==> src/sv/trht_pkg.sv <==
// Package for the touch region hit table: sizes, field offsets, mode codes,
// the region record and the controller/datapath command and status structs.
// No dependencies.
package trht_pkg;

    localparam int SLOTS      = 16;
    localparam int COORD_BITS = 16;
    localparam int IDX_W      = (SLOTS > 1) ? $clog2(SLOTS) : 1;
    localparam int SLOT_W     = 4;

    localparam logic [IDX_W-1:0] SLOT_LAST = IDX_W'(SLOTS - 1);

    // Input tdata layout, lowest bit first
    localparam int OFF_SLOT  = 0;
    localparam int OFF_RX    = 4;
    localparam int OFF_RY    = 20;
    localparam int OFF_RW    = 36;
    localparam int OFF_RH    = 52;
    localparam int OFF_SD    = 68;
    localparam int OFF_TX    = 69;
    localparam int OFF_TY    = 85;
    localparam int IN_DATA_W = 104;
    localparam int IN_USER_W = 3;

    localparam int OUT_DATA_W = 8;

    typedef enum logic [2:0] {
        MODE_ADD = 3'd0,
        MODE_DEL = 3'd1,
        MODE_EN  = 3'd2,
        MODE_DIS = 3'd3,
        MODE_QRY = 3'd4,
        MODE_HIT = 3'd5
    } t_mode;

    typedef struct packed {
        logic [COORD_BITS-1:0] left;
        logic [COORD_BITS-1:0] top;
        logic [COORD_BITS-1:0] width;
        logic [COORD_BITS-1:0] height;
    } t_rect;

    typedef struct packed {
        logic load_item;
        logic edit;
        logic scan_clr;
        logic scan;
        logic load_out;
    } t_cmd;

    typedef struct packed {
        t_mode mode;
        logic  scan_done;
        logic  out_free;
    } t_sts;

endpackage

==> src/sv/trht_dp.sv <==
// Datapath of the touch region hit table: item register, slot marks,
// region memory, scan counter, hit compare and output register.
// Depends on trht_pkg.
module trht_dp (
    input  logic                            i_clk,
    input  logic                            i_rst_n,
    input  trht_pkg::t_cmd                  i_cmd,
    output trht_pkg::t_sts                  o_sts,
    input  logic [trht_pkg::IN_DATA_W-1:0]  i_s_tdata,
    input  logic [trht_pkg::IN_USER_W-1:0]  i_s_tuser,
    output logic                            o_m_tvalid,
    input  logic                            i_m_tready,
    output logic [trht_pkg::OUT_DATA_W-1:0] o_m_tdata
);
    import trht_pkg::*;

    function automatic logic f_inside(input logic [COORD_BITS-1:0] p,
                                      input logic [COORD_BITS-1:0] lo,
                                      input logic [COORD_BITS-1:0] len);
        logic [COORD_BITS:0] hi;
        hi = {1'b0, lo} + {1'b0, len};
        return (p > lo) && ({1'b0, p} < hi);
    endfunction

    t_mode                 r_mode;
    logic [SLOT_W-1:0]     r_slot;
    t_rect                 r_rect;
    logic                  r_sd;
    logic [COORD_BITS-1:0] r_tx;
    logic [COORD_BITS-1:0] r_ty;

    logic [SLOTS-1:0]      r_used;
    logic [SLOTS-1:0]      r_dis;
    t_rect                 r_mem [SLOTS];
    t_rect                 r_rd;

    logic [IDX_W-1:0]      r_cnt;
    logic                  r_iss_done;
    logic                  r_pv;
    logic [IDX_W-1:0]      r_pidx;

    logic                  r_ok;
    logic [SLOT_W-1:0]     r_found;
    logic                  r_en;

    logic                  r_out_vld;
    logic [OUT_DATA_W-1:0] r_out_data;

    logic                  w_add_mode;
    logic                  w_add_free;
    logic                  w_add_wr;
    logic                  w_hit;
    logic                  w_hit_upd;
    logic [7:0]            w_slot8;
    logic                  w_slot_ok;
    logic [IDX_W-1:0]      w_sidx;
    logic [7:0]            w_cnt8;
    logic [7:0]            w_pidx8;

    assign w_slot8    = 8'(r_slot);
    assign w_slot_ok  = w_slot8 < 8'(SLOTS);
    assign w_sidx     = w_slot8[IDX_W-1:0];
    assign w_cnt8     = 8'(r_cnt);
    assign w_pidx8    = 8'(r_pidx);

    assign w_add_mode = (r_mode == MODE_ADD);
    assign w_add_free = !r_used[r_cnt];
    assign w_add_wr   = i_cmd.scan && w_add_mode && w_add_free;
    assign w_hit      = r_pv && r_used[r_pidx] && !r_dis[r_pidx]
                        && f_inside(r_tx, r_rd.left, r_rd.width)
                        && f_inside(r_ty, r_rd.top, r_rd.height);
    assign w_hit_upd  = i_cmd.scan && !w_add_mode && w_hit;

    assign o_sts.mode      = r_mode;
    assign o_sts.scan_done = w_add_mode ? (w_add_free || (r_cnt == SLOT_LAST))
                                        : (w_hit || (r_pv && (r_pidx == SLOT_LAST)));
    assign o_sts.out_free  = !r_out_vld || i_m_tready;

    assign o_m_tvalid = r_out_vld;
    assign o_m_tdata  = r_out_data;

    always_ff @(posedge i_clk) begin
        if (i_cmd.load_item) begin
            r_mode      <= t_mode'(i_s_tuser);
            r_slot      <= i_s_tdata[OFF_SLOT +: SLOT_W];
            r_rect.left   <= i_s_tdata[OFF_RX +: COORD_BITS];
            r_rect.top    <= i_s_tdata[OFF_RY +: COORD_BITS];
            r_rect.width  <= i_s_tdata[OFF_RW +: COORD_BITS];
            r_rect.height <= i_s_tdata[OFF_RH +: COORD_BITS];
            r_sd        <= i_s_tdata[OFF_SD];
            r_tx        <= i_s_tdata[OFF_TX +: COORD_BITS];
            r_ty        <= i_s_tdata[OFF_TY +: COORD_BITS];
        end
    end

    always_ff @(posedge i_clk) begin
        if (!i_rst_n) begin
            r_used <= '0;
            r_dis  <= '0;
        end else begin
            if (i_cmd.edit && w_slot_ok && r_used[w_sidx]) begin
                case (r_mode)
                    MODE_DEL: begin
                        r_used[w_sidx] <= 1'b0;
                        r_dis[w_sidx]  <= 1'b0;
                    end
                    MODE_EN:  r_dis[w_sidx] <= 1'b0;
                    MODE_DIS: r_dis[w_sidx] <= 1'b1;
                    default: ;
                endcase
            end
            if (w_add_wr) begin
                r_used[r_cnt] <= 1'b1;
                r_dis[r_cnt]  <= r_sd;
            end
        end
    end

    always_ff @(posedge i_clk) begin
        if (w_add_wr) begin
            r_mem[r_cnt] <= r_rect;
        end
        r_rd <= r_mem[r_cnt];
    end

    always_ff @(posedge i_clk) begin
        if (!i_rst_n) begin
            r_cnt      <= '0;
            r_iss_done <= 1'b0;
            r_pv       <= 1'b0;
            r_pidx     <= '0;
        end else if (i_cmd.scan_clr) begin
            r_cnt      <= '0;
            r_iss_done <= 1'b0;
            r_pv       <= 1'b0;
        end else if (i_cmd.scan) begin
            if (w_add_mode) begin
                if (!w_add_free && (r_cnt != SLOT_LAST)) begin
                    r_cnt <= IDX_W'(r_cnt + 1'b1);
                end
            end else if (!r_iss_done) begin
                r_pv   <= 1'b1;
                r_pidx <= r_cnt;
                if (r_cnt == SLOT_LAST) begin
                    r_iss_done <= 1'b1;
                end else begin
                    r_cnt <= IDX_W'(r_cnt + 1'b1);
                end
            end else begin
                r_pv <= 1'b0;
            end
        end
    end

    always_ff @(posedge i_clk) begin
        if (i_cmd.load_item) begin
            r_ok    <= 1'b0;
            r_found <= '0;
            r_en    <= 1'b0;
        end else begin
            if (i_cmd.edit && (r_mode == MODE_QRY) && w_slot_ok) begin
                r_en <= !r_dis[w_sidx];
            end
            if (w_add_wr) begin
                r_ok    <= 1'b1;
                r_found <= w_cnt8[SLOT_W-1:0];
            end
            if (w_hit_upd) begin
                r_ok    <= 1'b1;
                r_found <= w_pidx8[SLOT_W-1:0];
            end
        end
    end

    always_ff @(posedge i_clk) begin
        if (!i_rst_n) begin
            r_out_vld <= 1'b0;
        end else if (i_cmd.load_out) begin
            r_out_vld <= 1'b1;
        end else if (i_m_tready) begin
            r_out_vld <= 1'b0;
        end
    end

    always_ff @(posedge i_clk) begin
        if (i_cmd.load_out) begin
            r_out_data <= {2'b00, r_en, r_found, r_ok};
        end
    end

    a_load_free: assert property (@(posedge i_clk) disable iff (!i_rst_n)
        i_cmd.load_out |-> (!r_out_vld || i_m_tready))
        else $error("result loaded over an untaken transfer");

    a_add_used: assert property (@(posedge i_clk) disable iff (!i_rst_n)
        w_add_wr |=> r_used[$past(r_cnt)])
        else $error("added slot not marked used");

    a_rst_out: assert property (@(posedge i_clk)
        !i_rst_n |=> !o_m_tvalid)
        else $error("output valid after reset");

endmodule

==> src/sv/trht_ctrl.sv <==
// Controller of the touch region hit table: sequences accept, decode,
// slot scan and result hand-off. Depends on trht_pkg.
module trht_ctrl (
    input  logic           i_clk,
    input  logic           i_rst_n,
    input  logic           i_s_tvalid,
    output logic           o_s_tready,
    output trht_pkg::t_cmd o_cmd,
    input  trht_pkg::t_sts i_sts
);
    import trht_pkg::*;

    typedef enum logic [3:0] {
        S_IDLE   = 4'b0001,
        S_DECODE = 4'b0010,
        S_SCAN   = 4'b0100,
        S_DONE   = 4'b1000
    } t_state;

    t_state r_state;
    t_state n_state;

    always_comb begin
        n_state    = r_state;
        o_cmd      = '0;
        o_s_tready = 1'b0;
        case (r_state)
            S_IDLE: begin
                o_s_tready = 1'b1;
                if (i_s_tvalid) begin
                    o_cmd.load_item = 1'b1;
                    n_state         = S_DECODE;
                end
            end
            S_DECODE: begin
                case (i_sts.mode)
                    MODE_ADD, MODE_HIT: begin
                        o_cmd.scan_clr = 1'b1;
                        n_state        = S_SCAN;
                    end
                    MODE_DEL, MODE_EN, MODE_DIS, MODE_QRY: begin
                        o_cmd.edit = 1'b1;
                        n_state    = S_DONE;
                    end
                    default: n_state = S_DONE;
                endcase
            end
            S_SCAN: begin
                o_cmd.scan = 1'b1;
                if (i_sts.scan_done) begin
                    n_state = S_DONE;
                end
            end
            S_DONE: begin
                if (i_sts.out_free) begin
                    o_cmd.load_out = 1'b1;
                    n_state        = S_IDLE;
                end
            end
            default: n_state = S_IDLE;
        endcase
    end

    always_ff @(posedge i_clk) begin
        if (!i_rst_n) begin
            r_state <= S_IDLE;
        end else begin
            r_state <= n_state;
        end
    end

    a_accept_decode: assert property (@(posedge i_clk) disable iff (!i_rst_n)
        (i_s_tvalid && o_s_tready) |=> (r_state == S_DECODE))
        else $error("accepted transfer not decoded");

    a_out_idle: assert property (@(posedge i_clk) disable iff (!i_rst_n)
        o_cmd.load_out |=> (r_state == S_IDLE))
        else $error("no return to idle after result");

endmodule

==> src/sv/touch_region_hit_table_top.sv <==
// Top level of the touch region hit table: controller plus datapath.
// Depends on trht_pkg, trht_ctrl and trht_dp.
//
// Usage:
//   Slave channel s_*: one operation per transfer. tuser carries the mode
//   (add, delete, enable, disable, query, hit test); tdata carries slot,
//   rectangle, start-disabled flag and touch point.
//   Master channel m_*: exactly one result transfer per operation
//   (ok, found slot, enabled flag).
//   One operation at a time. Delete, enable, disable, query and unknown
//   modes finish without a scan. Add scans the slots one per cycle up to
//   the first free one; hit test scans one slot per cycle through the
//   region memory's single read port up to the first hit.
//   s_tready rises again the cycle after the result is loaded.
//   Reset clears the used and disabled marks (table empty) and the output
//   valid flag; no clearing pass is needed.
//   A stalled receiver holds the result in the output register; the next
//   operation is accepted meanwhile and waits at the hand-off until taken.
module touch_region_hit_table_top (
    input  logic                            i_clk,
    input  logic                            i_rst_n,
    input  logic                            s_tvalid,
    output logic                            s_tready,
    // slot[3:0], rect_x[19:4], rect_y[35:20], rect_w[51:36], rect_h[67:52],
    // start_disabled[68], touch_x[84:69], touch_y[100:85], zero[103:101]
    input  logic [trht_pkg::IN_DATA_W-1:0]  s_tdata,
    // mode[2:0]
    input  logic [trht_pkg::IN_USER_W-1:0]  s_tuser,
    output logic                            m_tvalid,
    input  logic                            m_tready,
    // ok[0], found_slot[4:1], is_enabled[5], zero[7:6]
    output logic [trht_pkg::OUT_DATA_W-1:0] m_tdata
);
    import trht_pkg::*;

    t_cmd w_cmd;
    t_sts w_sts;

    trht_ctrl u_ctrl (
        .i_clk      (i_clk),
        .i_rst_n    (i_rst_n),
        .i_s_tvalid (s_tvalid),
        .o_s_tready (s_tready),
        .o_cmd      (w_cmd),
        .i_sts      (w_sts)
    );

    trht_dp u_dp (
        .i_clk      (i_clk),
        .i_rst_n    (i_rst_n),
        .i_cmd      (w_cmd),
        .o_sts      (w_sts),
        .i_s_tdata  (s_tdata),
        .i_s_tuser  (s_tuser),
        .o_m_tvalid (m_tvalid),
        .i_m_tready (m_tready),
        .o_m_tdata  (m_tdata)
    );

endmodule
==> config.mk <==
export PLATFORM = sky130hd
export DESIGN_NAME = touch_region_hit_table_top
export DESIGN_NICKNAME = d
export VERILOG_FILES = /design/src/sv/trht_pkg.sv /design/src/sv/trht_dp.sv /design/src/sv/trht_ctrl.sv /design/src/sv/touch_region_hit_table_top.sv
export SDC_FILE = /design/constraint.sdc
export NUM_CORES = 1
export LEC_CHECK = 0
export BUFFER_PORTS_ARGS = -buffer_cell sky130_fd_sc_hd__buf_2
export CORE_AREA = 3 3 319 290
export CTS_CLUSTER_SIZE = 8
export DETAILED_ROUTE_END_ITERATION = 8
export DIE_AREA = 0 0 322 293
export PLACE_DENSITY = 0.72
export SLEW_MARGIN = 20
export SYNTH_ARGS = -nofsm -noshare
export SYNTH_HDL_FRONTEND = slang
export SYNTH_HIERARCHICAL = 1
export SYNTH_SLANG_ARGS = --single-unit
==> constraint.sdc <==
create_clock -name i_clk -period 4.5 [get_ports i_clk]
set_clock_uncertainty 0.2 [all_clocks]
set_input_delay 0.225 -clock i_clk [delete_from_list [all_inputs] [get_ports i_clk]]
set_output_delay 0.225 -clock i_clk [all_outputs]
set_load 0.1 [all_outputs]
Word-level counts from Yosys, hierarchy flattened
Memories as Yosys holds them, arrays and structs flattened. A register that Yosys moved wholly into a read port is not among the register bits.
Cells that the tools add are included.
- logic and storage cells: 152
- register bits after elaboration: 163
- output and inout port bits: 10
- memories kept: 1
- input port bits: 111
- RAM bits: 1024
- memory list (memory ; words ; bits a word ; read ports ; clocked after memory_dff ; write ports ; line ; source):
    u_dp.r_mem ; 16 ; 64 ; 1 ; 1 ; 1 ; trht_dp.sv:34 ; t_rect r_mem [SLOTS];
- reduce and logical (&&, ||, !) cells: 37
- equality and inequality tests: 18
- $lt $le $gt $ge: 10
- bitwise logic cells: 9
- multiplexer cells: 53
- add/sub/neg operators: 3
- operators by type and width (cell ; number):
    16-bit two-way mux ; 7
    4-bit two-way mux ; 10
    16-bit by 16-bit adder with 17-bit output ; 2
    16-bit by 17-bit less-than comparator with 1-bit output ; 2
    16-bit AND ; 2
    16-bit > comparator ; 2
    16-bit OR ; 2
    16-bit one-hot mux with 2 select lines ; 1
    1-bit two-way mux ; 25
    1-bit binary-select mux with 4-bit select ; 5
    4-bit by 5-bit less-than comparator with 1-bit output (second input constant) ; 4
    1-bit logical AND ; 18
    16-bit bitwise mux ; 1
    16-bit inverter ; 1
    4-bit one-hot mux with 4 select lines ; 1
    4-bit == test (second input constant) ; 3
    1-bit demux with 4-bit select ; 2
    4-bit by 1-bit >= comparator with 1-bit output (second input constant) ; 2
    4-bit AND reduction ; 2
    3-bit by 2-bit == test with 1-bit output (second input constant) ; 2
    3-bit == test (second input constant) ; 2
    2-bit by 1-bit != test with 1-bit output (second input constant) ; 3
    2-bit != test (second input constant) ; 3
    2-bit OR reduction ; 3
    15 further kinds ; 25

Longest topological paths before layout
- depth in word-level cells: 11
- gate-level depth with buffers: 24

By module
The synthesis kept the hierarchy.
- by module, submodules not included (module ; cells an instance ; times used ; area each (um^2)):
    trht_dp ; 2312 ; 1 ; 48634.1
    trht_ctrl ; 34 ; 1 ; 311.5

Least setup slack after synthesis
No wires, ideal clock.
- path kind: reg-to-reg
- from: reg u_ctrl.r_state[3]
- to: reg u_dp.r_found[0]
- stages on the path, launching flop included: 7
- path buffers: 1
- slack: -1.672 ns
- data arrival time: 5.719 ns
- period minus slack after synthesis: 6.172 ns
- library setup time: 0.252 ns
- required time: 4.048 ns
- cells stage by stage: dfxtp_1 -> buf_6 -> nor4b_2 -> and2_1 -> inv_1 -> nand4_1 -> o31ai_1
- RTL lines (what ; line ; source):
    start: declaration ; trht_ctrl.sv:20 ; t_state r_state;
    start signal: assignment ; trht_ctrl.sv:68 ; r_state <= n_state;
    end signal: assignment ; trht_dp.sv:166 ; r_found <= w_cnt8[SLOT_W-1:0];
    end signal: assignment ; trht_dp.sv:170 ; r_found <= w_pidx8[SLOT_W-1:0];
    end: declaration ; trht_dp.sv:43 ; logic [SLOT_W-1:0] r_found;

==> out/results.ini <==
[outcome]
status = finished clean

[yosys]
async_reset_ff_share_pct = 0
synth-seq-cells = 1251
seq_area_frac_synth_pct = 74.4
ys_types = 75
netlist_area_sq_um = 48900
synth-edff-count = 1134
syn_avg_cell_area_sq_um = 20.9
syn_inst = 2346
ys.flop_type = edfxtp_1
yosys_warnings = 6

[critical_path]
start_kind = register
crit_path_end_kind = register
cp.required_ns = 4.95
cpMaxStageDelayCell = dfxtp_1
slowest_delay_ns = 0.31
cp_top_family = compound AO/OA/AOI/OAI gates
path_cells = ha_1, o21ai_0, a21oi_1, o21a_1, a211o_1, a31o_2, a21oi_1, xor2_1, ha_1, a211o_1, nor3_2, o211ai_1, a31oi_1, a211o_1, and4_4, a41oi_2, a21oi_2, nor2_2, a21oi_2, nor3_2, o31ai_2
reg2reg_setup_slack_ns = 0.12
crit_start = u_dp/r_rd[3]$_DFF_P_
reg2reg_from = u_dp/r_rd[3]$_DFF_P_
crit_type = reg -> reg
crit_arrival_ns = 4.83
cp_common_cell = a211o_1
cp.buffers_inverters = 0
cp_max_fo = 2

[cts]
cts_buffer_depth = 3
cts_tree = done
numCtsBuffers = 174
path_clk_slew_ns = 0.06
root_buffer = clkbuf_16
worstSkewPairLatency_ns = 0.76
h-tree-depth = 4
cts_sinks = 1251

[grt]
grt_use_total_pct = 25.9
grt_pass1_vias = 26300
grt_antenna_before_repair = 1
grt_pass1_wl_microns = 176000
gr-total-overflow = 0
grt_max_degree = 122

[timing]
whs_ns = 0.0253
hold_viol = 0
slew_violations = 0
setup_violations = 0
maxSlewHeadroom_pct = 36.5
setup_tns_ns = 0
period_needed_ns = 4.38
fmax_mhz = 228
worstMarginPinSlew_ns = 0.953
period_share_pct = 97.4
layout_setup_ws_ns = 0.118
rsz0062_at_grt = yes

[finish]
final_util_pct = 65.4
final_cell_count_no_fill = 4041
antenna_cells = 0
layout_commonest_cell = edfxtp_1
finalInstanceArea_sq_um = 58400
nFillCells = 5693
layout.nets = 2991
final_cell_mix = 1134 x edfxtp_1, 335 x mux4_2, 181 x dlygate4sd3_1, 178 x clkbuf_16, 115 x buf_2
layout-drive-gt1-share_pct = 26.9
area_growth_pct = 19.3

[detailed_routing]
drt_wl_total_microns = 120000
top_layer = met5
vias = 25600
wl_per_cell_microns = 29.7
final_antenna_net_count = 0
route.met3.wl_microns = 9600
first_iter_violations = 3103
firstDrtPassIters = 5
m1WireLength_microns = 48600
wl_met2_microns = 59400
drc = 0
viasPerCell = 6.33

[floorplanning]
die_x_microns = 322
io_pins = 121
core_area_sq_um = 89300
dieArea_sq_um = 94300
die_h_microns = 293
initial_core_util_pct = 54.8
num_rows = 104

[pwr]
leakage_nw = 19.0
p_per_area_nw_per_um2 = 439
ir_worst_vdd_uv = 342
power_mw = 25.6

[placement]
portBuffers = 115
place_inst = 3585
post-place-ws_ns = -0.360
dp_hpwl_microns = 62100
place_area_sq_um = 51400
place.gp.congestion = 0.874

[min_path]
min_path_type = in -> reg
min_from = s_tdata[28]

[flow_run]
max_cap_violations = 0

registers in the layout (all words and copies together) (netlist names), 6 cells and up:
register,flops
u_dp/r_mem,1024
u_dp/r_rd,64
u_dp/r_rect,64
u_dp/r_dis,16
u_dp/r_tx,16
u_dp/r_ty,16
u_dp/r_used,16
u_dp/o_m_tdata,6
final timing paths:
path / end / cells past startpoint
worst max-delay path: u_ctrl/r_state[3]$_SDFFE_PN0P_ / 21
worst min-delay path: u_dp/r_rect[40]$_DFFE_PP_ / 2
worst max register to register: u_ctrl/r_state[3]$_SDFFE_PN0P_ / 21
worst min register to register: u_dp/o_m_tdata[3]$_DFFE_PP_ / 0
cells in the mapped netlist, types with 5 or more instances:
cell type / count / area [sq um]
ha_1: 98 / 1230
a31oi_1: 20 / 125
buf_1: 30 / 113
nand2_1: 39 / 146
dfxtp_1: 117 / 2340
and3_1: 9 / 56.3
xor2_1: 21 / 184
o211ai_1: 7 / 52.6
mux4_2: 335 / 7540
o21ai_1: 7 / 35.0
a21boi_0: 6 / 45.0
nor3_1: 9 / 45.0
o21a_1: 8 / 60.1
a21o_1: 16 / 120
inv_1: 64 / 240
nor2b_1: 20 / 125
nor2_1: 44 / 165
clkbuf_1: 60 / 225
mux2i_1: 7 / 70.1
o21ai_0: 67 / 335
nand3_1: 38 / 190
a21boi_1: 12 / 90.1
xnor2_1: 11 / 96.3
or3_1: 5 / 31.3
edfxtp_1: 1134 / 34100
a21oi_1: 40 / 200
a211oi_1: 6 / 45.0
nand4_1: 14 / 87.6
nand2b_1: 17 / 106
layout make-up:
| type | count | area [sq um] | area share, % |
|---|---|---|---|
| Clock buffer | 260 | 4760 | 8.15 |
| Clock inverter | 11 | 239 | 0.409 |
| Inverter | 65 | 264 | 0.452 |
| Timing Repair Buffer | 358 | 3220 | 5.51 |
| Multi-Input combinational cell | 930 | 12100 | 20.6 |
| Tap cell | 1166 | 1460 | 2.50 |
| Sequential cell | 1251 | 36400 | 62.3 |
kinds of logic (layout without fill, tap and decap cells):
kind of cell | Yosys count | after routing | share of synthesized area [%]
flops | 1251 | 1251 | 74.4
fa+ha+maj | 100 | 100 | 2.59
xor+xnor | 32 | 32 | 0.573
mux | 342 | 342 | 15.6
simple gates | 224 | 224 | 2.54
buf+inv | 166 | 694 | 1.36
compound gates | 230 | 230 | 3.02
other cells | 1 | 2 | 0.00766
per-layer routing:
metal / global-route usage, % / vias up
li1: - / 10600
met1: 37.0 / 13500
met2: 41.8 / 1316
met3: 4.67 / 202
met4: 7.18 / 2
met5: 0 / -
power by group:
| part | switching [mW] | internal, mW | leakage, nW |
|---|---|---|---|
| Sequential | 0.274 | 12.9 | 11.2 |
| Clock | 4.73 | 7.23 | 2.39 |
| Combinational | 0.254 | 0.230 | 5.44 |
| Total | 5.26 | 20.4 | 19.0 |
repair_timing:
item                                   4_1_cts  5_1_grt
buffers inserted                             2        2
setup endpoints to repair                    7        7
pin swaps                                   21       12
hold buffers                               181        0
resized for setup                           30       15
endpoints found under the hold margin      178        0
Power figures use the tool's default switching activity.
